## config.mk

```make
export PLATFORM = sky130hd
export DESIGN_NAME = wheel_speed_from_period_core
export DESIGN_NICKNAME = d
export VERILOG_FILES = /design/src/rtl/wsp_pkg.sv /design/src/rtl/wsp_dp.sv /design/src/rtl/wsp_ctrl.sv /design/src/rtl/wheel_speed_from_period_core.sv
export SDC_FILE = /design/constraint.sdc
export NUM_CORES = 1
export LEC_CHECK = 0
export ABC_AREA = 1
export ABC_CLOCK_PERIOD_IN_PS = 15580
export BUFFER_PORTS_ARGS = -buffer_cell sky130_fd_sc_hd__buf_2
export CAP_MARGIN = 20
export CORE_ASPECT_RATIO = 1.4
export CORE_MARGIN = 3
export CORE_UTILIZATION = 45
export CTS_BUF_LIST = sky130_fd_sc_hd__clkbuf_4 sky130_fd_sc_hd__clkbuf_8
export CTS_CLUSTER_DIAMETER = 150
export DETAILED_ROUTE_END_ITERATION = 10
export PLACE_DENSITY = 0.68
export SLEW_MARGIN = 20
export SYNTH_ARGS = -nofsm -noshare
export SYNTH_HDL_FRONTEND = slang
export SYNTH_HIERARCHICAL = 1
export SYNTH_SLANG_ARGS = --single-unit
```

## constraint.sdc

```tcl
create_clock -name clock -period 15.58 [get_ports clock]
set_clock_uncertainty 0.05 [all_clocks]
set_input_delay 2.337 -clock clock [delete_from_list [all_inputs] [get_ports clock]]
set_output_delay 2.337 -clock clock [all_outputs]
set_load 0.01 [all_outputs]
```

## src/rtl/wsp_pkg.sv

```systemverilog
package wsp_pkg;

   // Event kinds carried in the input tuser field.
   localparam logic [1:0] FUNC_TICK    = 2'd0;
   localparam logic [1:0] FUNC_CAPTURE = 2'd1;
   localparam logic [1:0] FUNC_BYTE    = 2'd2;

   // Configuration register indexes.
   localparam logic [1:0] REG_POLE_COUNT      = 2'd0;
   localparam logic [1:0] REG_SPEED_CONSTANT  = 2'd1;
   localparam logic [1:0] REG_SPEED_CAP       = 2'd2;
   localparam logic [1:0] REG_IDLE_TICK_LIMIT = 2'd3;

   localparam int CSR_INDEX_W = 2;
   localparam int CSR_DATA_W  = 10;

   localparam logic [6:0] POLE_COUNT_RESET      = 7'd13;
   localparam logic [9:0] SPEED_CONSTANT_RESET  = 10'd295;
   localparam logic [7:0] SPEED_CAP_RESET       = 8'd99;
   localparam logic [7:0] IDLE_TICK_LIMIT_RESET = 8'd10;
   localparam logic [7:0] CIRCUMFERENCE_RESET   = 8'd220;

   // Dividend is speed_constant * circumference, divisor is period * pole_count.
   localparam int NUM_W = 18;
   localparam int DEN_W = 23;
   localparam int CNT_W = $clog2(NUM_W);
   localparam logic [CNT_W-1:0] DIV_LAST_STEP = CNT_W'(NUM_W - 1);

   typedef struct packed {
      logic capture;
      logic store_char;
      logic tick_speed;
      logic tick_idle;
      logic div_init;
      logic div_step;
      logic load_quotient;
      logic enter_setup;
   } cmd_type;

   typedef struct packed {
      logic       setup_active;
      logic       period_ready;
      logic       idle_over;
      logic       div_last;
   } status_type;

endpackage

```

## src/rtl/wsp_dp.sv

```systemverilog
module wsp_dp (
   input  logic                             clock,
   input  logic                             reset,
   input  logic [15:0]                      period,
   input  logic [7:0]                       char_value,
   input  logic                             csr_we,
   input  logic [wsp_pkg::CSR_INDEX_W-1:0]  csr_index,
   input  logic [wsp_pkg::CSR_DATA_W-1:0]   csr_wdata,
   input  wsp_pkg::cmd_type                 cmd,
   output wsp_pkg::status_type              status,
   output logic [7:0]                       shown_value,
   output logic                             hex_mode,
   output logic                             dot_one,
   output logic                             dot_two,
   output logic                             in_setup,
   output logic                             last
);

   logic [6:0] pole_count_ff, pole_count_in;
   logic [9:0] speed_constant_ff, speed_constant_in;
   logic [7:0] speed_cap_ff, speed_cap_in;
   logic [7:0] idle_tick_limit_ff, idle_tick_limit_in;

   logic [15:0] pending_ff, pending_in;
   logic        ready_ff, ready_in;
   logic [7:0]  idle_ff, idle_in;
   logic        setup_ff, setup_in;
   logic [7:0]  circ_ff, circ_in;
   logic        dot1_ff, dot1_in;
   logic        dot2_ff, dot2_in;

   logic [wsp_pkg::NUM_W-1:0] num_ff, num_in;
   logic [wsp_pkg::DEN_W-1:0] den_ff, den_in;
   logic [wsp_pkg::DEN_W-1:0] rem_ff, rem_in;
   logic [wsp_pkg::NUM_W-1:0] quot_ff, quot_in;
   logic [wsp_pkg::CNT_W-1:0] cnt_ff, cnt_in;

   logic [7:0] shown_ff, shown_in;
   logic       hex_ff, hex_in;
   logic       last_ff, last_in;

   logic [7:0]                idle_next;
   logic [wsp_pkg::DEN_W:0]   shifted;
   logic [wsp_pkg::DEN_W:0]   trial;
   logic [7:0]                speed;

   assign idle_next = (idle_ff == 8'hFF) ? idle_ff : idle_ff + 8'd1;

   // One restoring division step: bring in the next dividend bit and try the subtraction.
   assign shifted = {rem_ff, quot_ff[wsp_pkg::NUM_W-1]};
   assign trial   = shifted - {1'b0, den_ff};

   always_comb begin
      if (den_ff == '0) begin
         speed = speed_cap_ff;
      end else if (quot_ff > {{(wsp_pkg::NUM_W-8){1'b0}}, speed_cap_ff}) begin
         speed = speed_cap_ff;
      end else begin
         speed = quot_ff[7:0];
      end
   end

   always_comb begin
      pole_count_in      = pole_count_ff;
      speed_constant_in  = speed_constant_ff;
      speed_cap_in       = speed_cap_ff;
      idle_tick_limit_in = idle_tick_limit_ff;
      if (csr_we) begin
         case (csr_index)
            wsp_pkg::REG_POLE_COUNT:      pole_count_in      = csr_wdata[6:0];
            wsp_pkg::REG_SPEED_CONSTANT:  speed_constant_in  = csr_wdata[9:0];
            wsp_pkg::REG_SPEED_CAP:       speed_cap_in       = csr_wdata[7:0];
            wsp_pkg::REG_IDLE_TICK_LIMIT: idle_tick_limit_in = csr_wdata[7:0];
            default: ;
         endcase
      end
   end

   always_comb begin
      pending_in = pending_ff;
      ready_in   = ready_ff;
      idle_in    = idle_ff;
      setup_in   = setup_ff;
      circ_in    = circ_ff;
      dot1_in    = dot1_ff;
      dot2_in    = dot2_ff;
      num_in     = num_ff;
      den_in     = den_ff;
      rem_in     = rem_ff;
      quot_in    = quot_ff;
      cnt_in     = cnt_ff;
      shown_in   = shown_ff;
      hex_in     = hex_ff;
      last_in    = last_ff;

      if (cmd.capture) begin
         pending_in = period;
         ready_in   = 1'b1;
      end
      if (cmd.store_char) begin
         circ_in  = char_value;
         shown_in = char_value;
         hex_in   = 1'b1;
         last_in  = 1'b1;
      end
      if (cmd.tick_speed) begin
         ready_in = 1'b0;
         idle_in  = '0;
         dot2_in  = ~dot2_ff;
         num_in   = {8'b0, speed_constant_ff} * {10'b0, circ_ff};
         den_in   = {7'b0, pending_ff} * {16'b0, pole_count_ff};
      end
      if (cmd.tick_idle) begin
         idle_in  = idle_next;
         dot1_in  = ~dot1_ff;
         shown_in = '0;
         hex_in   = 1'b0;
         last_in  = ~(idle_next > idle_tick_limit_ff);
      end
      if (cmd.div_init) begin
         rem_in  = '0;
         quot_in = num_ff;
         cnt_in  = '0;
      end
      if (cmd.div_step) begin
         if (!trial[wsp_pkg::DEN_W]) begin
            rem_in = trial[wsp_pkg::DEN_W-1:0];
         end else begin
            rem_in = shifted[wsp_pkg::DEN_W-1:0];
         end
         quot_in = {quot_ff[wsp_pkg::NUM_W-2:0], ~trial[wsp_pkg::DEN_W]};
         cnt_in  = cnt_ff + 1'b1;
      end
      if (cmd.load_quotient) begin
         shown_in = speed;
         hex_in   = 1'b0;
         last_in  = 1'b1;
      end
      if (cmd.enter_setup) begin
         setup_in = 1'b1;
         shown_in = circ_ff;
         hex_in   = 1'b1;
         last_in  = 1'b1;
      end
   end

   always_ff @(posedge clock) begin
      if (reset) begin
         pole_count_ff      <= wsp_pkg::POLE_COUNT_RESET;
         speed_constant_ff  <= wsp_pkg::SPEED_CONSTANT_RESET;
         speed_cap_ff       <= wsp_pkg::SPEED_CAP_RESET;
         idle_tick_limit_ff <= wsp_pkg::IDLE_TICK_LIMIT_RESET;
         pending_ff         <= '0;
         ready_ff           <= 1'b0;
         idle_ff            <= '0;
         setup_ff           <= 1'b0;
         circ_ff            <= wsp_pkg::CIRCUMFERENCE_RESET;
         dot1_ff            <= 1'b0;
         dot2_ff            <= 1'b0;
      end else begin
         pole_count_ff      <= pole_count_in;
         speed_constant_ff  <= speed_constant_in;
         speed_cap_ff       <= speed_cap_in;
         idle_tick_limit_ff <= idle_tick_limit_in;
         pending_ff         <= pending_in;
         ready_ff           <= ready_in;
         idle_ff            <= idle_in;
         setup_ff           <= setup_in;
         circ_ff            <= circ_in;
         dot1_ff            <= dot1_in;
         dot2_ff            <= dot2_in;
      end
   end

   always_ff @(posedge clock) begin
      num_ff   <= num_in;
      den_ff   <= den_in;
      rem_ff   <= rem_in;
      quot_ff  <= quot_in;
      cnt_ff   <= cnt_in;
      shown_ff <= shown_in;
      hex_ff   <= hex_in;
      last_ff  <= last_in;
   end

   assign status.setup_active = setup_ff;
   assign status.period_ready = ready_ff;
   assign status.idle_over    = idle_next > idle_tick_limit_ff;
   assign status.div_last     = cnt_ff == wsp_pkg::DIV_LAST_STEP;

   assign shown_value = shown_ff;
   assign hex_mode    = hex_ff;
   assign dot_one     = dot1_ff;
   assign dot_two     = dot2_ff;
   assign in_setup    = setup_ff;
   assign last        = last_ff;

endmodule

```

## src/rtl/wsp_ctrl.sv

```systemverilog
module wsp_ctrl (
   input  logic                clock,
   input  logic                reset,
   input  logic                req_valid,
   input  logic [1:0]          req_func,
   output logic                req_ready,
   output logic                rsp_valid,
   input  logic                rsp_ready,
   input  wsp_pkg::status_type status,
   output wsp_pkg::cmd_type    cmd
);

   typedef enum logic [5:0] {
      S_IDLE       = 6'b000001,
      S_PREP       = 6'b000010,
      S_DIV        = 6'b000100,
      S_FINISH     = 6'b001000,
      S_SEND_FIRST = 6'b010000,
      S_SEND       = 6'b100000
   } state_type;

   state_type state_ff, state_in;
   logic      accept;

   assign req_ready = state_ff == S_IDLE;
   assign rsp_valid = (state_ff == S_SEND) || (state_ff == S_SEND_FIRST);
   assign accept    = req_valid && req_ready;

   always_comb begin
      state_in = state_ff;
      cmd      = '0;
      case (state_ff)
         S_IDLE: begin
            if (accept) begin
               case (req_func)
                  wsp_pkg::FUNC_CAPTURE: begin
                     cmd.capture = 1'b1;
                  end
                  wsp_pkg::FUNC_BYTE: begin
                     if (status.setup_active) begin
                        cmd.store_char = 1'b1;
                        state_in       = S_SEND;
                     end
                  end
                  wsp_pkg::FUNC_TICK: begin
                     if (!status.setup_active) begin
                        if (status.period_ready) begin
                           cmd.tick_speed = 1'b1;
                           state_in       = S_PREP;
                        end else begin
                           cmd.tick_idle = 1'b1;
                           state_in      = status.idle_over ? S_SEND_FIRST : S_SEND;
                        end
                     end
                  end
                  default: ;
               endcase
            end
         end
         S_PREP: begin
            cmd.div_init = 1'b1;
            state_in     = S_DIV;
         end
         S_DIV: begin
            cmd.div_step = 1'b1;
            if (status.div_last) begin
               state_in = S_FINISH;
            end
         end
         S_FINISH: begin
            cmd.load_quotient = 1'b1;
            state_in          = S_SEND;
         end
         S_SEND_FIRST: begin
            // The setup-mode result follows once the last normal result is taken.
            if (rsp_ready) begin
               cmd.enter_setup = 1'b1;
               state_in        = S_SEND;
            end
         end
         S_SEND: begin
            if (rsp_ready) begin
               state_in = S_IDLE;
            end
         end
         default: begin
            state_in = S_IDLE;
         end
      endcase
   end

   always_ff @(posedge clock) begin
      if (reset) begin
         state_ff <= S_IDLE;
      end else begin
         state_ff <= state_in;
      end
   end

   a_no_accept_while_sending: assert property (@(posedge clock) disable iff (reset)
      !(req_ready && rsp_valid)) else $error("input taken while a result is pending");

   a_div_runs_to_finish: assert property (@(posedge clock) disable iff (reset)
      (state_ff == S_DIV) |=> (state_ff == S_DIV || state_ff == S_FINISH))
      else $error("divider left early");

   a_prep_starts_div: assert property (@(posedge clock) disable iff (reset)
      (state_ff == S_PREP) |=> (state_ff == S_DIV)) else $error("divider not started");

   a_setup_follows_first: assert property (@(posedge clock) disable iff (reset)
      (state_ff == S_SEND_FIRST && rsp_ready) |=> (state_ff == S_SEND && status.setup_active))
      else $error("setup result missing");

endmodule

```

## src/rtl/wheel_speed_from_period_core.sv

```systemverilog
// Bicycle speed display core. Input transactions carry an event kind in req_tuser: a tick,
// a magnet period capture or a received byte. A capture is stored as pending and gives no
// result. In normal mode a tick with a pending period shows speed_constant * circumference /
// (period * pole_count), limited to speed_cap (a zero divisor also gives speed_cap) and toggles
// dot two; a tick without one shows zero, toggles dot one and counts an idle tick. When the idle
// count passes idle_tick_limit the core shows the circumference in hex and stays in setup mode
// until reset, where each received byte replaces the circumference. The core handles one
// transaction at a time, each result waiting for its handshake; a speed tick runs the 18-step
// restoring divider before its result. Configuration registers are written through
// csr_we/csr_index/csr_wdata; the user must write only while idle (not enforced by the core).
module wheel_speed_from_period_core (
   input  logic                             clock,
   input  logic                             reset,
   input  logic                             req_tvalid,
   output logic                             req_tready,
   input  logic [23:0]                      req_tdata,  // period[15:0], char_value[23:16]
   input  logic [1:0]                       req_tuser,  // func[1:0]
   output logic                             rsp_tvalid,
   input  logic                             rsp_tready,
   output logic [15:0]                      rsp_tdata,  // shown_value[7:0], dot_one[8],
                                                        // dot_two[9], in_setup[10], zero
   output logic                             rsp_tuser,  // hex_mode[0]
   output logic                             rsp_tlast,
   input  logic                             csr_we,
   input  logic [wsp_pkg::CSR_INDEX_W-1:0]  csr_index,
   input  logic [wsp_pkg::CSR_DATA_W-1:0]   csr_wdata
);

   wsp_pkg::cmd_type    cmd;
   wsp_pkg::status_type status;
   logic [7:0]          shown_value;
   logic                dot_one;
   logic                dot_two;
   logic                in_setup;

   wsp_ctrl u_ctrl (
      .clock     (clock),
      .reset     (reset),
      .req_valid (req_tvalid),
      .req_func  (req_tuser),
      .req_ready (req_tready),
      .rsp_valid (rsp_tvalid),
      .rsp_ready (rsp_tready),
      .status    (status),
      .cmd       (cmd)
   );

   wsp_dp u_dp (
      .clock       (clock),
      .reset       (reset),
      .period      (req_tdata[15:0]),
      .char_value  (req_tdata[23:16]),
      .csr_we      (csr_we),
      .csr_index   (csr_index),
      .csr_wdata   (csr_wdata),
      .cmd         (cmd),
      .status      (status),
      .shown_value (shown_value),
      .hex_mode    (rsp_tuser),
      .dot_one     (dot_one),
      .dot_two     (dot_two),
      .in_setup    (in_setup),
      .last        (rsp_tlast)
   );

   assign rsp_tdata = {5'b0, in_setup, dot_two, dot_one, shown_value};

endmodule
```

Yosys cells after proc, flatten, opt, wreduce, memory -nomap -nowiden
Index checks and enable logic that the tools add are counted.
{"block": "totals", "mem_count": 0, "output_inout_bits": 20, "word_cells": 112, "register_bits": 172, "mem_bits_ro": 0, "inputBits": 43, "ramBits": 0, "latchBits": 0}
{"block": "classes", "bitwise_logic": 4, "muxes": 44, "multipliers": 2, "n_lt_le_gt_ge": 2, "n_eq_ne": 20, "add_sub_neg": 3, "n_reduce_logical": 17, "shift": 0, "div": 0}
{"operator": "8-bit two-way mux", "n": 9}
{"operator": "23-bit two-way mux", "n": 3}
{"operator": "6-bit two-way mux", "n": 8}
{"operator": "18-bit two-way mux", "n": 2}
{"operator": "6-bit case mux with 6 select lines", "n": 1}
{"operator": "24-bit by 23-bit subtractor with 24-bit output", "n": 1}
{"operator": "23-bit zero test", "n": 1}
{"operator": "16-bit by 7-bit multiplier with 23-bit output", "n": 1}
{"operator": "18-bit by 8-bit greater-than comparator with 1-bit output", "n": 1}
{"operator": "10-bit by 8-bit multiplier with 18-bit output", "n": 1}
{"operator": "1-bit two-way mux", "n": 14}
{"operator": "6-bit case mux with 2 select lines", "n": 1}
{"operator": "5-bit two-way mux", "n": 2}
{"operator": "8-bit by 1-bit adder with 8-bit output, second input constant", "n": 1}
{"operator": "8-bit == test, second input constant", "n": 1}
{"operator": "8-bit greater-than comparator", "n": 1}
{"operator": "4-bit two-way mux", "n": 2}
{"operator": "2-bit != test, second input constant", "n": 4}
{"operator": "2-bit AND reduction", "n": 4}
{"operator": "7-bit AND reduction", "n": 1}
{"operator": "2-bit == test, second input constant", "n": 3}
{"operator": "6-bit by 1-bit == test with 1-bit output, second input constant", "n": 1}
{"operator": "6-bit by 2-bit == test with 1-bit output, second input constant", "n": 1}
{"operator": "6-bit by 3-bit == test with 1-bit output, second input constant", "n": 1}
{"operator": "17 further kinds", "n": 27}

Logic depth before layout (Yosys ltp)
Gate-level depths: netlist of the first run.
{"block": "depth", "ltp_word": 9, "ltp_mapped": 22, "depth_no_buf": 21}

By module
Netlist of the first run, hierarchy kept.
{"module": "wsp_dp", "seq_area_each_um2": 4274.1, "area_per_inst_um2": 15456.1, "cells_per_inst": 2110, "instances": 1}
{"module": "wsp_ctrl", "seq_area_each_um2": 120.1, "area_per_inst_um2": 531.8, "cells_per_inst": 81, "instances": 1}
{"module": "wheel_speed_from_period_core", "seq_area_each_um2": 0.0, "area_per_inst_um2": 63.8, "cells_per_inst": 9, "instances": 1}

Worst setup path before layout of the first run
OpenSTA, ideal clock, no wires.
{"block": "synth_timing", "path_type": "input port to flip-flop", "startpoint": "input req_tuser[0]", "endpoint": "register u_dp.idle_ff[0]", "stages": 6, "required_time_ns": 15.398, "setup_ns": 0.132, "setup_slack_ns": 8.923, "arrival_ns": 6.475, "path_buffers": 0, "path_cell_list": "nor2_1 inv_1 nor3_1 nor2_1 nand2_1 a21oi_1"}
{"item": "start, declared", "line": "wheel_speed_from_period_core.sv:17", "text": "input logic [1:0] req_tuser,"}
{"item": "end signal, assigned", "line": "wsp_dp.sv:167", "text": "idle_ff <= idle_in;"}
{"item": "end, declared", "line": "wsp_dp.sv:26", "text": "logic [7:0] idle_ff, idle_in;"}

Final worst setup path of the first run
{"block": "layout_timing", "startpoint": "register u_dp.pole_count_ff[6]", "endpoint": "register u_dp/den_ff[15] (netlist bit) (data pin)"}
{"block": "layout_via", "elab_chain_cells": 1}
{"item": "start, declared", "line": "wsp_dp.sv:19", "text": "logic [6:0] pole_count_ff, pole_count_in;"}
{"item": "start signal, assigned", "line": "wsp_dp.sv:149", "text": "pole_count_ff <= wsp_pkg::POLE_COUNT_RESET;"}
{"item": "start signal, assigned", "line": "wsp_dp.sv:161", "text": "pole_count_ff <= pole_count_in;"}
{"item": "16-bit by 7-bit multiplier with 23-bit output", "line": "wsp_dp.sv:111", "text": "den_in = {7'b0, pending_ff} * {16'b0, pole_count_ff};"}
{"item": "end signal, assigned", "line": "wsp_dp.sv:177", "text": "den_ff <= den_in;"}
{"item": "end, declared", "line": "wsp_dp.sv:33", "text": "logic [wsp_pkg::DEN_W-1:0] den_ff, den_in;"}
Every way passes these cells.
A chain may end at the register's enable or synchronous reset.

==> results of run 1 <==
==> worst min-delay path by stage <==
stage	end	startpoint	cells past startpoint	slack [ps]
finish	u_dp/idle_tick_limit_ff[5]	u_dp/idle_tick_limit_ff[5]	2	430
global route	u_dp/idle_tick_limit_ff[2]	u_dp/idle_tick_limit_ff[2]	2	450
CTS	u_dp/idle_tick_limit_ff[7]	u_dp/idle_tick_limit_ff[7]	2	430
detailed placement	u_dp/idle_tick_limit_ff[7]	u_dp/idle_tick_limit_ff[7]	2	410
global placement	u_dp/idle_tick_limit_ff[4]	u_dp/idle_tick_limit_ff[4]	2	410
floorplan	u_dp/idle_tick_limit_ff[6]	u_dp/idle_tick_limit_ff[6]	2	390
==> layer usage <==
metal / part of all wire / vias to the layer above / GRT usage / routed length, um
met4: 0.041 / 0 / 0.0887 / 1550
met2: 0.52 / 260 / 0.385 / 19800
met3: 0.034 / 75 / 0.0268 / 1280
met1: 0.40 / 6144 / 0.227 / 15300
met5: 0 / - / 0 / 0
li1: - / 6646 / - / -
==> area by class of cell <==
type / count / area [um2] / area share
Sequential cell: 172 / 4390 / 0.258
Inverter: 502 / 1880 / 0.111
Tap cell: 456 / 571 / 0.0335
Timing Repair Buffer: 66 / 353 / 0.0207
Clock buffer: 18 / 241 / 0.0142
Multi-Input combinational cell: 1444 / 9400 / 0.552
Clock inverter: 14 / 170 / 0.0100
==> flip-flops by register name, indices dropped and copies added (netlist names), 10 cells and up <==
| register | count |
|---|---|
| u_dp/quot_ff | 18 |
| u_dp/rem_ff | 23 |
| u_dp/pending_ff | 16 |
| u_dp/den_ff | 23 |
| u_dp/num_ff | 18 |
| u_dp/speed_constant_ff | 10 |
==> critical path: stages (launching register included) <==
cell                       delay [ps]
sky130_fd_sc_hd__dfxtp_1          700
sky130_fd_sc_hd__nand2_1          160
sky130_fd_sc_hd__fa_1             530
sky130_fd_sc_hd__fa_1             540
sky130_fd_sc_hd__inv_1             50
sky130_fd_sc_hd__fa_1             520
sky130_fd_sc_hd__inv_1             50
sky130_fd_sc_hd__fa_1             520
sky130_fd_sc_hd__inv_1             40
sky130_fd_sc_hd__ha_1             350
sky130_fd_sc_hd__a21oi_1          220
sky130_fd_sc_hd__a21boi_1         320
sky130_fd_sc_hd__o21ai_0          180
sky130_fd_sc_hd__nand2_1           80
sky130_fd_sc_hd__inv_1             50
sky130_fd_sc_hd__o21bai_1         110
sky130_fd_sc_hd__nand2_1           60
==> power groups by stage <==
stage | logic [W] | clock network [W] | registers, W
after floorplan | 0.000383 | 0 | 0.000530
after global placement | 0.000473 | 0 | 0.000550
after global routing | 0.000551 | 0.000355 | 0.000543
after detailed placement | 0.000479 | 0 | 0.000551
after CTS | 0.000482 | 0.000337 | 0.000540
final | 0.000476 | 0.000325 | 0.000540
==> layout by cell type (no fill, tap or decap), types with 9 or more instances in the layout <==
| master | count |
|---|---|
| sky130_fd_sc_hd__xor2_1 | 36 |
| sky130_fd_sc_hd__nor2_1 | 192 |
| sky130_fd_sc_hd__clkbuf_8 | 17 |
| sky130_fd_sc_hd__fa_1 | 118 |
| sky130_fd_sc_hd__nor3_1 | 14 |
| sky130_fd_sc_hd__nand2_2 | 10 |
| sky130_fd_sc_hd__inv_2 | 9 |
| sky130_fd_sc_hd__nand2_1 | 590 |
| sky130_fd_sc_hd__edfxtp_1 | 95 |
| sky130_fd_sc_hd__nand3_1 | 79 |
| sky130_fd_sc_hd__xnor2_1 | 13 |
| sky130_fd_sc_hd__nor2_2 | 26 |
| sky130_fd_sc_hd__dfxtp_1 | 77 |
| sky130_fd_sc_hd__inv_1 | 489 |
| sky130_fd_sc_hd__ha_1 | 121 |
| sky130_fd_sc_hd__buf_2 | 57 |
| sky130_fd_sc_hd__buf_4 | 9 |
| sky130_fd_sc_hd__o21ai_0 | 71 |
| sky130_fd_sc_hd__a21oi_1 | 87 |
| sky130_fd_sc_hd__nand4_1 | 18 |
==> stage by stage <==
| step | area [um2] | hold WS, ps |
|---|---|---|
| 2_1_floorplan | 16100 | 385 |
| 3_3_place_gp | 16600 | 412 |
| 3_5_place_dp | 16600 | 413 |
| 4_1_cts | 17000 | 433 |
| 5_1_grt | 17000 | 451 |
| 6_report | 17000 | 431 |
==> cell families after synthesis <==
group / after synthesis / share of synthesized area
compound gates: 190 / 0.0638
other cells: 1 / 0.000234
flops: 172 / 0.274
fa+ha+maj: 239 / 0.241
buf+inv: 588 / 0.142
xor+xnor: 49 / 0.0267
simple gates: 961 / 0.252
==> out/qor.tcl, run 1 <==
set qor(buffer_ports.inserted) 57
set qor(synthesis.yosys.warnings) 6
set qor(grt_setup_unrepaired) {false}
set qor(first_global_vias) 13300
set qor(netlist_instances) 2200
set qor(clkSinkCount) 172
set qor(post-synth-top-count-cell) {sky130_fd_sc_hd__nand2_1}
set qor(cts_max_level) 4
set qor(finalHoldViolations) 0
set qor(finalMaxSlewViolations) 0
set qor(core_um2) 35100
set qor(num_io_pins) 63
set qor(drt-initial-drc-count) 682
set qor(ant_nets) 0
set qor(floorplan.die.height_um) 229
set qor(synthesis.area_per_instance_um2) 7.30
set qor(route.detailed.drc) 0
set qor(postCtsSetupBuffers) 0
set qor(outcome) {finished clean}
set qor(final.min_clock_period_ps) 4800
set qor(leading_post_synthesis_cells_by_cell_area) {sky130_fd_sc_hd__edfxtp_1 18%, sky130_fd_sc_hd__fa_1 15%, sky130_fd_sc_hd__nand2_1 14%}
set qor(grt_pass1_wl_mm) 63.6
set qor(place.gp.congestion) 0.916
set qor(critPathCapture) {u_dp/den_ff[15]}
set qor(detailedRoute.firstPassIterationCount) 5
set qor(layoutNonFillerInstCount) 2672
set qor(cts.root.buffer_cell) {sky130_fd_sc_hd__clkbuf_8}
set qor(row_count) 81
set qor(cts-buffers-inserted) 17
set qor(drt-total-wl_mm) 38.0
set qor(timing.reg2reg.setup_slack_ps) 10780
set qor(setup.worst_path.start_class) {register}
set qor(synth-async-reset-ratio) 0
set qor(power_per_cell_area_nw_per_um2) 78.8
set qor(grt_use_total) 0.204
set qor(yosysSeqAreaShare) 0.274
set qor(floorplan.die.width_um) 166
set qor(setup.worst_path.start) {u_dp/pole_count_ff[6]}
set qor(synthTopCellsByCount) {590 x sky130_fd_sc_hd__nand2_1, 489 x sky130_fd_sc_hd__inv_1, 192 x sky130_fd_sc_hd__nor2_1, 121 x sky130_fd_sc_hd__ha_1, 118 x sky130_fd_sc_hd__fa_1}
set qor(worst_slew_margin_rel) 0.320
set qor(tritoncts) {built}
set qor(antenna_found_initial) 0
set qor(number_of_flops_mapped_to_enable_cells_by_yosys) 95
set qor(grt_start_max_net_pins) 56
set qor(crit-reg2reg-capture) {u_dp/den_ff[15]}
set qor(synth_top_area_share) 0.178
set qor(comb_power_share) 0.355
set qor(cap_violations) 0
set qor(p_leak_nw) 9.51
set qor(max_freq_mhz) 209
set qor(clkSlewWorstSetupHoldPaths_ps) 120
set qor(area_growth_syn_to_layout_pct) 5.96
set qor(final_util) 0.485
set qor(path_class_of_the_lowest_slack_min_delay_path) {reg -> reg}
set qor(netSwitchingFraction) 0.390
set qor(routed_wire_length_per_instance_um) 14.2
set qor(start_util) 0.458
set qor(worst_slew_pin_slew_ps) 1010
set qor(routed_via_density) 4.91
set qor(finalSetupViolations) 0
set qor(yosys.area.top_type) {sky130_fd_sc_hd__edfxtp_1}
set qor(cp_data_required_time_ps) 15770
set qor(fin_crit_sh) 0.308
set qor(path_max_fanout) 17
set qor(inst_count_dp) 2640
set qor(flop_pwr_share) 0.403
set qor(final.setup.tns_ps) 0
set qor(fin_total_pwr_w) 0.00134
set qor(drive_above_1_share) 0.0749
set qor(worst_r2r_path_depth) 16
set qor(final_critical_path_setup_slack_ps) 10780
set qor(synth_area_um2) 16100
set qor(source_to_sink_clock_delay_at_the_later_pin_of_the_worst_skew_pair_ps) 490
set qor(ys_ff_latch) 172
set qor(power.switching_w) 0.000523
set qor(synthFlopType) {sky130_fd_sc_hd__edfxtp_1}
set qor(synth.distinct_cells) 53
set qor(cp-end-kind) {register}
set qor(postCtsHoldBufs) 0
set qor(hpwl_mm) 30.5
set qor(crit_reg_reg_startpoint) {u_dp/pole_count_ff[6]}
set qor(nets) 2485
set qor(pre_cts_ws_ps) 10810
set qor(internal_power_w) 0.000818
set qor(criticalPathCategory) {reg -> reg}
set qor(vdd.ir_drop.worst_mv) 0.0509
set qor(globalRoute.totalOverflow) 0
set qor(antenna_cells) 0
set qor(cts_repair_resize_count) 0
set qor(filler_cell_count) 3526
set qor(cts.path.max_buffers) 2
set qor(dr_total_vias) 13100
set qor(worstPathArrival_ps) 4990
set qor(power_frac_clock) 0.242
set qor(dieArea_um2) 38000
Note: power is estimated with default switching activity, not from simulation.
==> run 2: changes to the inputs <==
--- a/config.mk
+++ b/config.mk
@@ -6,7 +6,7 @@
 export NUM_CORES = 1
 export LEC_CHECK = 0
 export ABC_AREA = 1
-export ABC_CLOCK_PERIOD_IN_PS = 15580
+export ABC_CLOCK_PERIOD_IN_PS = 5000
 export BUFFER_PORTS_ARGS = -buffer_cell sky130_fd_sc_hd__buf_2
 export CAP_MARGIN = 20
 export CORE_ASPECT_RATIO = 1.4
==> constraint.sdc (replaced) <==
create_clock -name clock -period 5 [get_ports clock]
set_clock_uncertainty 0.05 [all_clocks]
set_input_delay 0.75 -clock clock [delete_from_list [all_inputs] [get_ports clock]]
set_output_delay 0.75 -clock clock [all_outputs]
set_load 0.01 [all_outputs]
==> run 2 against run 1 <==
  * Final area is 0.59% higher
  * Maximum frequency is 3.6% higher
  * Wire length is 3.9% higher
  * Combinational power grew to 3.3 times the previous value
  * Global-route usage is 1.1 points higher
  * Clock power grew to 3.2 times the previous value
  * Register-to-register slack worse by 10000 ps
  * Largest power group unchanged
==> out/qor.tcl, run 2 (same netlist as run 1, synthesis figures left out) <==
set qor(outcome) {finished clean}
set qor(finalSetupViolations) 0 ;# unchanged
set qor(path_max_fanout) 8 ;# -9
set qor(worstPathArrival_ps) 4830 ;# -160 ps
set qor(layout.cell_area.non_filler_um2) 17100 ;# +0.59%
set qor(dieArea_um2) 38000 ;# unchanged
set qor(dr_total_vias) 13300 ;# +1.4%
set qor(clkSinkCount) 172 ;# unchanged
set qor(power_per_cell_area_nw_per_um2) 248 ;# +220%
set qor(timing.critical_path.slowest_cell_delay_ps) 540 ;# -160 ps
set qor(routed_wire_length_per_instance_um) 14.7 ;# +3.5%
set qor(start_util) 0.458 ;# unchanged
set qor(routed_via_density) 4.96 ;# +0.99%
set qor(globalRoute.totalOverflow) 0 ;# unchanged
set qor(power_frac_clock) 0.242 ;# about the same
set qor(critical_path_buf_inv_count) 4 ;# unchanged
set qor(grt_pass1_wl_mm) 66.5 ;# +4.5%
set qor(antenna_found_initial) 0 ;# unchanged
set qor(worst_hold_path.endpoint) {u_dp/speed_constant_ff[8]}
set qor(place.gp.congestion) 0.924 ;# +0.82%
set qor(drive_above_1_share) 0.0795 ;# +0.00457
set qor(source_to_sink_clock_delay_at_the_later_pin_of_the_worst_skew_pair_ps) 500 ;# about the same
set qor(final_util) 0.488 ;# +0.00285
set qor(antenna_cells) 0 ;# unchanged
set qor(p_leak_nw) 9.58 ;# +0.68%
set qor(netSwitchingFraction) 0.399 ;# +0.00876
set qor(finalMaxSlewViolations) 0 ;# unchanged
set qor(top_regs) {u_dp/den_ff x23, u_dp/rem_ff x23}
set qor(final_critical_path_setup_slack_ps) 373 ;# -10,410 ps
set qor(cp_slowest_cell) {sky130_fd_sc_hd__fa_1}
set qor(core_um2) 35100 ;# unchanged
set qor(postCtsSetupBuffers) 0 ;# unchanged
set qor(first_global_vias) 14100 ;# +5.8%
set qor(cts_max_level) 4 ;# unchanged
set qor(nets) 2496 ;# +0.44%
set qor(fin_total_pwr_w) 0.00425 ;# +220%
set qor(floorplan.die.height_um) 229 ;# unchanged
set qor(finalHoldViolations) 0 ;# unchanged
set qor(crit-reg2reg-capture) {u_dp/den_ff[15]}
set qor(num_io_pins) 63 ;# unchanged
set qor(cp_data_required_time_ps) 5200 ;# -10,570 ps
set qor(cpLargestDelayFamily) {adder cells}
set qor(grt_use_total) 0.214 ;# +0.0107
set qor(drt-total-wl_mm) 39.5 ;# +3.9%
set qor(grt_setup_unrepaired) {false}
set qor(layout_commonest_cell) {sky130_fd_sc_hd__nand2_1}
set qor(tritoncts) {built}
set qor(hpwl_mm) 32.0 ;# +5.0%
set qor(comb_power_share) 0.364 ;# +0.009
set qor(vdd.ir_drop.worst_mv) 0.169 ;# +230%
set qor(crit_reg_reg_startpoint) {u_dp/pending_ff[0]}
set qor(power.switching_w) 0.00169 ;# +220%
set qor(worst_slew_margin_rel) 0.331 ;# +0.0113
set qor(area_growth_syn_to_layout_pct) 6.59
set qor(path_class_of_the_lowest_slack_min_delay_path) {in -> reg}
set qor(final.min_clock_period_ps) 4630 ;# -168 ps
set qor(timing.reg2reg.setup_slack_ps) 370 ;# -10,410 ps
set qor(cp-end-kind) {register}
set qor(cts.path.max_buffers) 2 ;# unchanged
set qor(postCtsHoldBufs) 0 ;# unchanged
set qor(cts_repair_resize_count) 0 ;# unchanged
set qor(post_dp_cell_area_um2) 16700 ;# +0.55%
set qor(mostFrequentLayoutCells) {590 x sky130_fd_sc_hd__nand2_1, 489 x sky130_fd_sc_hd__inv_1, 192 x sky130_fd_sc_hd__nor2_1}
set qor(row_count) 81 ;# unchanged
set qor(buffer_ports.inserted) 57 ;# unchanged
set qor(cap_violations) 0 ;# unchanged
set qor(cts.root.buffer_cell) {sky130_fd_sc_hd__clkbuf_8}
set qor(grt_start_max_net_pins) 56 ;# unchanged
set qor(ant_nets) 0 ;# unchanged
set qor(floorplan.die.width_um) 166 ;# unchanged
set qor(max_freq_mhz) 216 ;# +3.6%
set qor(fin_crit_sh) 0.925 ;# +0.618
set qor(route.detailed.drc) 0 ;# unchanged
set qor(worst_r2r_path_depth) 16 ;# unchanged
set qor(clkSlewWorstSetupHoldPaths_ps) 110 ;# about the same
set qor(cts-buffers-inserted) 17 ;# unchanged
set qor(criticalPathCategory) {reg -> reg}
set qor(hold-path-cell-count) 3 ;# +1
set qor(detailedRoute.firstPassIterationCount) 5 ;# unchanged
set qor(flop_pwr_share) 0.394 ;# -0.009
set qor(pre_cts_ws_ps) 447 ;# -10,370 ps
set qor(setup.worst_path.start_class) {register}
set qor(critical_path.cell_chain) {nand2_1, fa_1, fa_1, inv_1, fa_1, inv_1, fa_1, inv_1, ha_1, a21oi_1, a21boi_1, o21ai_0, nand2_1, inv_1, o21bai_1, nand2_1}
set qor(timing.hold.worst.start) {csr_wdata[8]}
set qor(internal_power_w) 0.00255 ;# +210%
set qor(final.setup.tns_ps) 0 ;# unchanged
set qor(worst_slew_pin_slew_ps) 995 ;# -16.9 ps
set qor(drt-initial-drc-count) 652 ;# -4.4%
-- run 2: changes by cell type in the layout (fill, tap and decap cells not counted), sizes merged --
cell  change
buf      +11
-- run 2: worst max-delay path by stage --
| stage | from | end | slack, ps | depth (start not counted) |
|---|---|---|---|---|
| floorplan | u_dp/pole_count_ff[6] | u_dp/den_ff[15] | 390 | 18 |
| global placement | u_dp/pending_ff[0] | u_dp/den_ff[15] | 500 | 16 |
| detailed placement | u_dp/pending_ff[0] | u_dp/den_ff[15] | 450 | 16 |
| CTS | u_dp/pending_ff[0] | u_dp/den_ff[15] | 410 | 16 |
| global route | u_dp/pending_ff[0] | u_dp/den_ff[15] | 30 | 16 |
| finish | u_dp/pending_ff[0] | u_dp/den_ff[15] | 370 | 16 |
-- run 2: worst reg2reg max path, delay by kind of cell, from the launching register on --
family	cells	cell delay, ps
flip-flops	1	490
adder cells (fa/ha/maj)	5	2510
buffers and inverters	4	190
AND/OR/NAND/NOR	3	260
AO/OA/AOI/OAI	4	870
-- run 2: metrics by stage --
| step | cells | hold slack, ps |
|---|---|---|
| after detailed placement | 2651 | 416 |
| after global routing | 2683 | 412 |
| after floorplan | 2204 | 385 |
| after CTS | 2683 | 376 |
| after global placement | 2651 | 411 |
| final | 2683 | 416 |
-- run 2: area by class of cell --
type	instances	area [um2]
clock inverter	14	170
fill	3545	18000
tap	456	571
inverter	502	1880
clock buffer	18	241
multi-input combinational	1444	9410
timing repair buffer	77	435
sequential	172	4390
-- run 2: power by group through the flow --
stage / clock network (W) / registers, W / logic (W)
floorplan: 0 / 0.00165 / 0.00119
global placement: 0 / 0.00170 / 0.00153
detailed placement: 0 / 0.00170 / 0.00155
CTS: 0.00107 / 0.00167 / 0.00156
global route: 0.00111 / 0.00168 / 0.00178
finish: 0.00103 / 0.00167 / 0.00155
-- run 2: layer usage --
layer | vias to the layer above | track usage | wire [um]
met5 | - | 0 | 0
met4 | 0 | 0.105 | 1810
met3 | 104 | 0.0254 | 1140
met2 | 240 | 0.420 | 21200
met1 | 6314 | 0.223 | 15300
li1 | 6652 | - | -
==> run 3: changes to the inputs <==
--- a/config.mk
+++ b/config.mk
@@ -6,7 +6,7 @@
 export NUM_CORES = 1
 export LEC_CHECK = 0
 export ABC_AREA = 1
-export ABC_CLOCK_PERIOD_IN_PS = 5000
+export ABC_CLOCK_PERIOD_IN_PS = 3950
 export BUFFER_PORTS_ARGS = -buffer_cell sky130_fd_sc_hd__buf_2
 export CAP_MARGIN = 20
 export CORE_ASPECT_RATIO = 1.4
@@ -15,7 +15,7 @@
 export CTS_BUF_LIST = sky130_fd_sc_hd__clkbuf_4 sky130_fd_sc_hd__clkbuf_8
 export CTS_CLUSTER_DIAMETER = 150
 export DETAILED_ROUTE_END_ITERATION = 10
-export PLACE_DENSITY = 0.68
+export PLACE_DENSITY = 0.7
 export SLEW_MARGIN = 20
 export SYNTH_ARGS = -nofsm -noshare
 export SYNTH_HDL_FRONTEND = slang
==> constraint.sdc (replaced) <==
create_clock -name clock -period 3.95 [get_ports clock]
set_clock_uncertainty 0.05 [all_clocks]
set_input_delay 0.5925 -clock clock [delete_from_list [all_inputs] [get_ports clock]]
set_output_delay 0.5925 -clock clock [all_outputs]
set_load 0.01 [all_outputs]
==> run 3 against run 2 <==
  * The run now ends with setup timing left
  * Via count up 4.2%
  * Setup slack worse by 510 ps
  * Final area up 11%
  * Power up 55%
  * Register-to-register slack worse by 510 ps
  * Sequential power up 26%
  * Cell count up 4.7%
  * Non-clock buffer count up 125
  * Sequential cell count unchanged
  * Global-route usage down 0.13 points
==> out/qor.tcl, run 3 (same netlist as run 1, synthesis figures left out) <==
set qor(outcome) {complete, but fails checks}
set qor(failing_checks) {setup timing}
set qor(critical_path_buf_inv_count) 6 ;# +2
set qor(setup.worst_path.start_class) {register}
set qor(layout.cell_area.non_filler_um2) 19100 ;# +11%
set qor(routed_wire_length_per_instance_um) 14.5 ;# -1.7%
set qor(cp_slowest_cell) {sky130_fd_sc_hd__fa_1}
set qor(core_um2) 35100 ;# unchanged
set qor(tritoncts) {built}
set qor(p_leak_nw) 10.3 ;# +8.0%
set qor(fin_crit_sh) 1.04 ;# +0.110
set qor(globalRoute.totalOverflow) 0 ;# unchanged
set qor(top_regs) {u_dp/den_ff x23, u_dp/rem_ff x23}
set qor(hpwl_mm) 32.1 ;# +0.18%
set qor(cts.root.buffer_cell) {sky130_fd_sc_hd__clkbuf_8}
set qor(grt_pass1_wl_mm) 66.5 ;# +0.10%
set qor(critPathMostFrequentCell) {sky130_fd_sc_hd__fa_1}
set qor(final_critical_path_setup_slack_ps) -140 ;# -513 ps
set qor(dieArea_um2) 38000 ;# unchanged
set qor(grt_use_total) 0.213 ;# -0.00131
set qor(inst_count_dp) 2755 ;# +3.9%
set qor(layoutNonFillerInstCount) 2808 ;# +4.7%
set qor(detailedRoute.firstPassIterationCount) 5 ;# unchanged
set qor(hold_slack_ps) 256 ;# -160 ps
set qor(footprint_of_the_flip_flops_and_latches_um2) 4480 ;# +1.9%
set qor(floorplan.die.height_um) 229 ;# unchanged
set qor(grt_start_max_net_pins) 56 ;# unchanged
set qor(ant_nets) 0 ;# unchanged
set qor(path_max_fanout) 4 ;# -4
set qor(nets) 2621 ;# +5.0%
set qor(finalSetupViolations) 14 ;# +14
set qor(drt-total-wl_mm) 40.6 ;# +2.9%
set qor(floorplan.die.width_um) 166 ;# unchanged
set qor(worst_slew_pin_slew_ps) 965 ;# -30.8 ps
set qor(dr_total_vias) 13900 ;# +4.2%
set qor(final.min_clock_period_ps) 4090 ;# -537 ps
set qor(area_growth_syn_to_layout_pct) 18.8
set qor(path_class_of_the_lowest_slack_min_delay_path) {in -> reg}
set qor(antenna_found_initial) 0 ;# unchanged
set qor(drive_above_1_share) 0.203 ;# +0.123
set qor(criticalPathCategory) {reg -> reg}
set qor(antenna_cells) 0 ;# unchanged
set qor(max_freq_mhz) 244 ;# +13%
set qor(final_util) 0.544 ;# +0.0558
set qor(route.detailed.drc) 0 ;# unchanged
set qor(critical_path.cell_chain) {buf_12, nand2_2, inv_2, fa_1, fa_1, fa_1, inv_1, fa_1, inv_2, ha_4, nand2_1, nand2_2, a31oi_4, nand2_2, buf_4, buf_4, a21oi_2, xnor2_1}
set qor(vdd.ir_drop.worst_mv) 0.303 ;# +79%
set qor(start_util) 0.458 ;# unchanged
set qor(timing.critical_path.slowest_cell_delay_ps) 540 ;# about the same
set qor(cts.path.max_buffers) 2 ;# unchanged
set qor(finalHoldViolations) 0 ;# unchanged
set qor(cp_data_required_time_ps) 4170 ;# -1030 ps
set qor(filler_cell_count) 3210 ;# -9.4%
set qor(cp-end-kind) {register}
set qor(buffer_ports.inserted) 57 ;# unchanged
set qor(multi_input_area_um2) 10200 ;# +8.5%
set qor(post_dp_cell_area_um2) 17800 ;# +6.5%
set qor(cpLargestDelayFamily) {adder cells}
set qor(cap_violations) 0 ;# unchanged
set qor(cts-buffers-inserted) 17 ;# unchanged
set qor(worst_slew_margin_rel) 0.352 ;# +0.0207
set qor(clkSlewWorstSetupHoldPaths_ps) 110 ;# about the same
set qor(num_io_pins) 63 ;# unchanged
set qor(mostFrequentLayoutCells) {552 x sky130_fd_sc_hd__nand2_1, 463 x sky130_fd_sc_hd__inv_1, 180 x sky130_fd_sc_hd__nor2_1}
set qor(clkSinkCount) 172 ;# unchanged
set qor(source_to_sink_clock_delay_at_the_later_pin_of_the_worst_skew_pair_ps) 510 ;# about the same
set qor(row_count) 81 ;# unchanged
set qor(layout_commonest_cell) {sky130_fd_sc_hd__nand2_1}
set qor(place.gp.congestion) 0.931 ;# +0.86%
set qor(power_per_cell_area_nw_per_um2) 345 ;# +39%
set qor(grt_setup_unrepaired) {true}
set qor(drt-initial-drc-count) 747 ;# +15%
set qor(postCtsHoldBufs) 0 ;# unchanged
set qor(routed_via_density) 4.94 ;# -0.45%
set qor(cts_max_level) 4 ;# unchanged
set qor(worstPathArrival_ps) 4310 ;# -520 ps
set qor(first_global_vias) 14200 ;# +0.88%
set qor(finalMaxSlewViolations) 0 ;# unchanged
[run 3: changes by cell type in the layout (fill, tap and decap cells not counted), moves of 25 or more]
cell                      before  now
sky130_fd_sc_hd__dfxtp_1      77   49
sky130_fd_sc_hd__inv_1       489  463
sky130_fd_sc_hd__nand2_1     590  552
sky130_fd_sc_hd__buf_4        20  126
sky130_fd_sc_hd__inv_2         9   34
sky130_fd_sc_hd__nand2_2      10   38
[run 3: where the power goes]
part | switching, W | internal (W) | leakage, nW
Clock | 0.000779 | 0.000535 | 0.209
Sequential | 0.0000773 | 0.00202 | 1.46
Combinational | 0.00172 | 0.00144 | 8.67
[run 3: final timing paths]
kind | startpoint | to | slack (ps) | cells past startpoint
worst min-delay path | req_tdata[3] | u_dp/pending_ff[3] | 260 | 3
worst min register to register | u_dp/idle_tick_limit_ff[7] | u_dp/idle_tick_limit_ff[7] | 430 | 2
worst max-delay path | u_dp/pending_ff[3] | u_dp/den_ff[14] | -140 | 18
worst max register to register | u_dp/pending_ff[3] | u_dp/den_ff[14] | -140 | 18
[run 3: what timing repair did]
action                                  CTS  global route
pin swaps                                45            63
endpoints found under the setup margin   26            25
gates resized for setup                 115            96
setup buffers                            10            11
[run 3: stage by stage]
stage	TNS (ps)	power (W)	setup slack (ps)
5_1_grt	-3740	0.00701	-307
6_report	-850	0.00658	-140
3_5_place_dp	-4640	0.00460	-303
3_3_place_gp	-3020	0.00454	-229
4_1_cts	-360	0.00619	-77.5
2_1_floorplan	-42.6	0.00381	-36.5
[run 3: area by class of cell]
class | instances | share of cell area
repair buffers | 202 | 0.0795
multi-input cells | 1444 | 0.536
inverters | 502 | 0.0990
clock inverters | 15 | 0.00899
clock buffers | 17 | 0.0123
well taps | 456 | 0.0299
flip-flops and latches | 172 | 0.235
[run 3: layer usage]
| metal | vias to the layer above | track usage | wire (um) |
|---|---|---|---|
| li1 | 6918 | - | - |
| met1 | 6530 | 0.225 | 15500 |
| met2 | 326 | 0.415 | 22200 |
| met3 | 94 | 0.0275 | 1280 |
| met4 | 0 | 0.0978 | 1620 |
| met5 | - | 0 | 0 |
[run 3: worst reg2reg max path, stage by stage (launching register included)]
cell                      delay, ps
sky130_fd_sc_hd__dfxtp_4        380
sky130_fd_sc_hd__buf_12         130
sky130_fd_sc_hd__nand2_2         60
sky130_fd_sc_hd__inv_2           40
sky130_fd_sc_hd__fa_1           540
sky130_fd_sc_hd__fa_1           440
sky130_fd_sc_hd__fa_1           520
sky130_fd_sc_hd__inv_1           50
sky130_fd_sc_hd__fa_1           490
sky130_fd_sc_hd__inv_2           50
sky130_fd_sc_hd__ha_4           230
sky130_fd_sc_hd__nand2_1         80
sky130_fd_sc_hd__nand2_2         70
sky130_fd_sc_hd__a31oi_4        140
sky130_fd_sc_hd__nand2_2        110
sky130_fd_sc_hd__buf_4          150
sky130_fd_sc_hd__buf_4          130
sky130_fd_sc_hd__a21oi_2        130
sky130_fd_sc_hd__xnor2_1         80
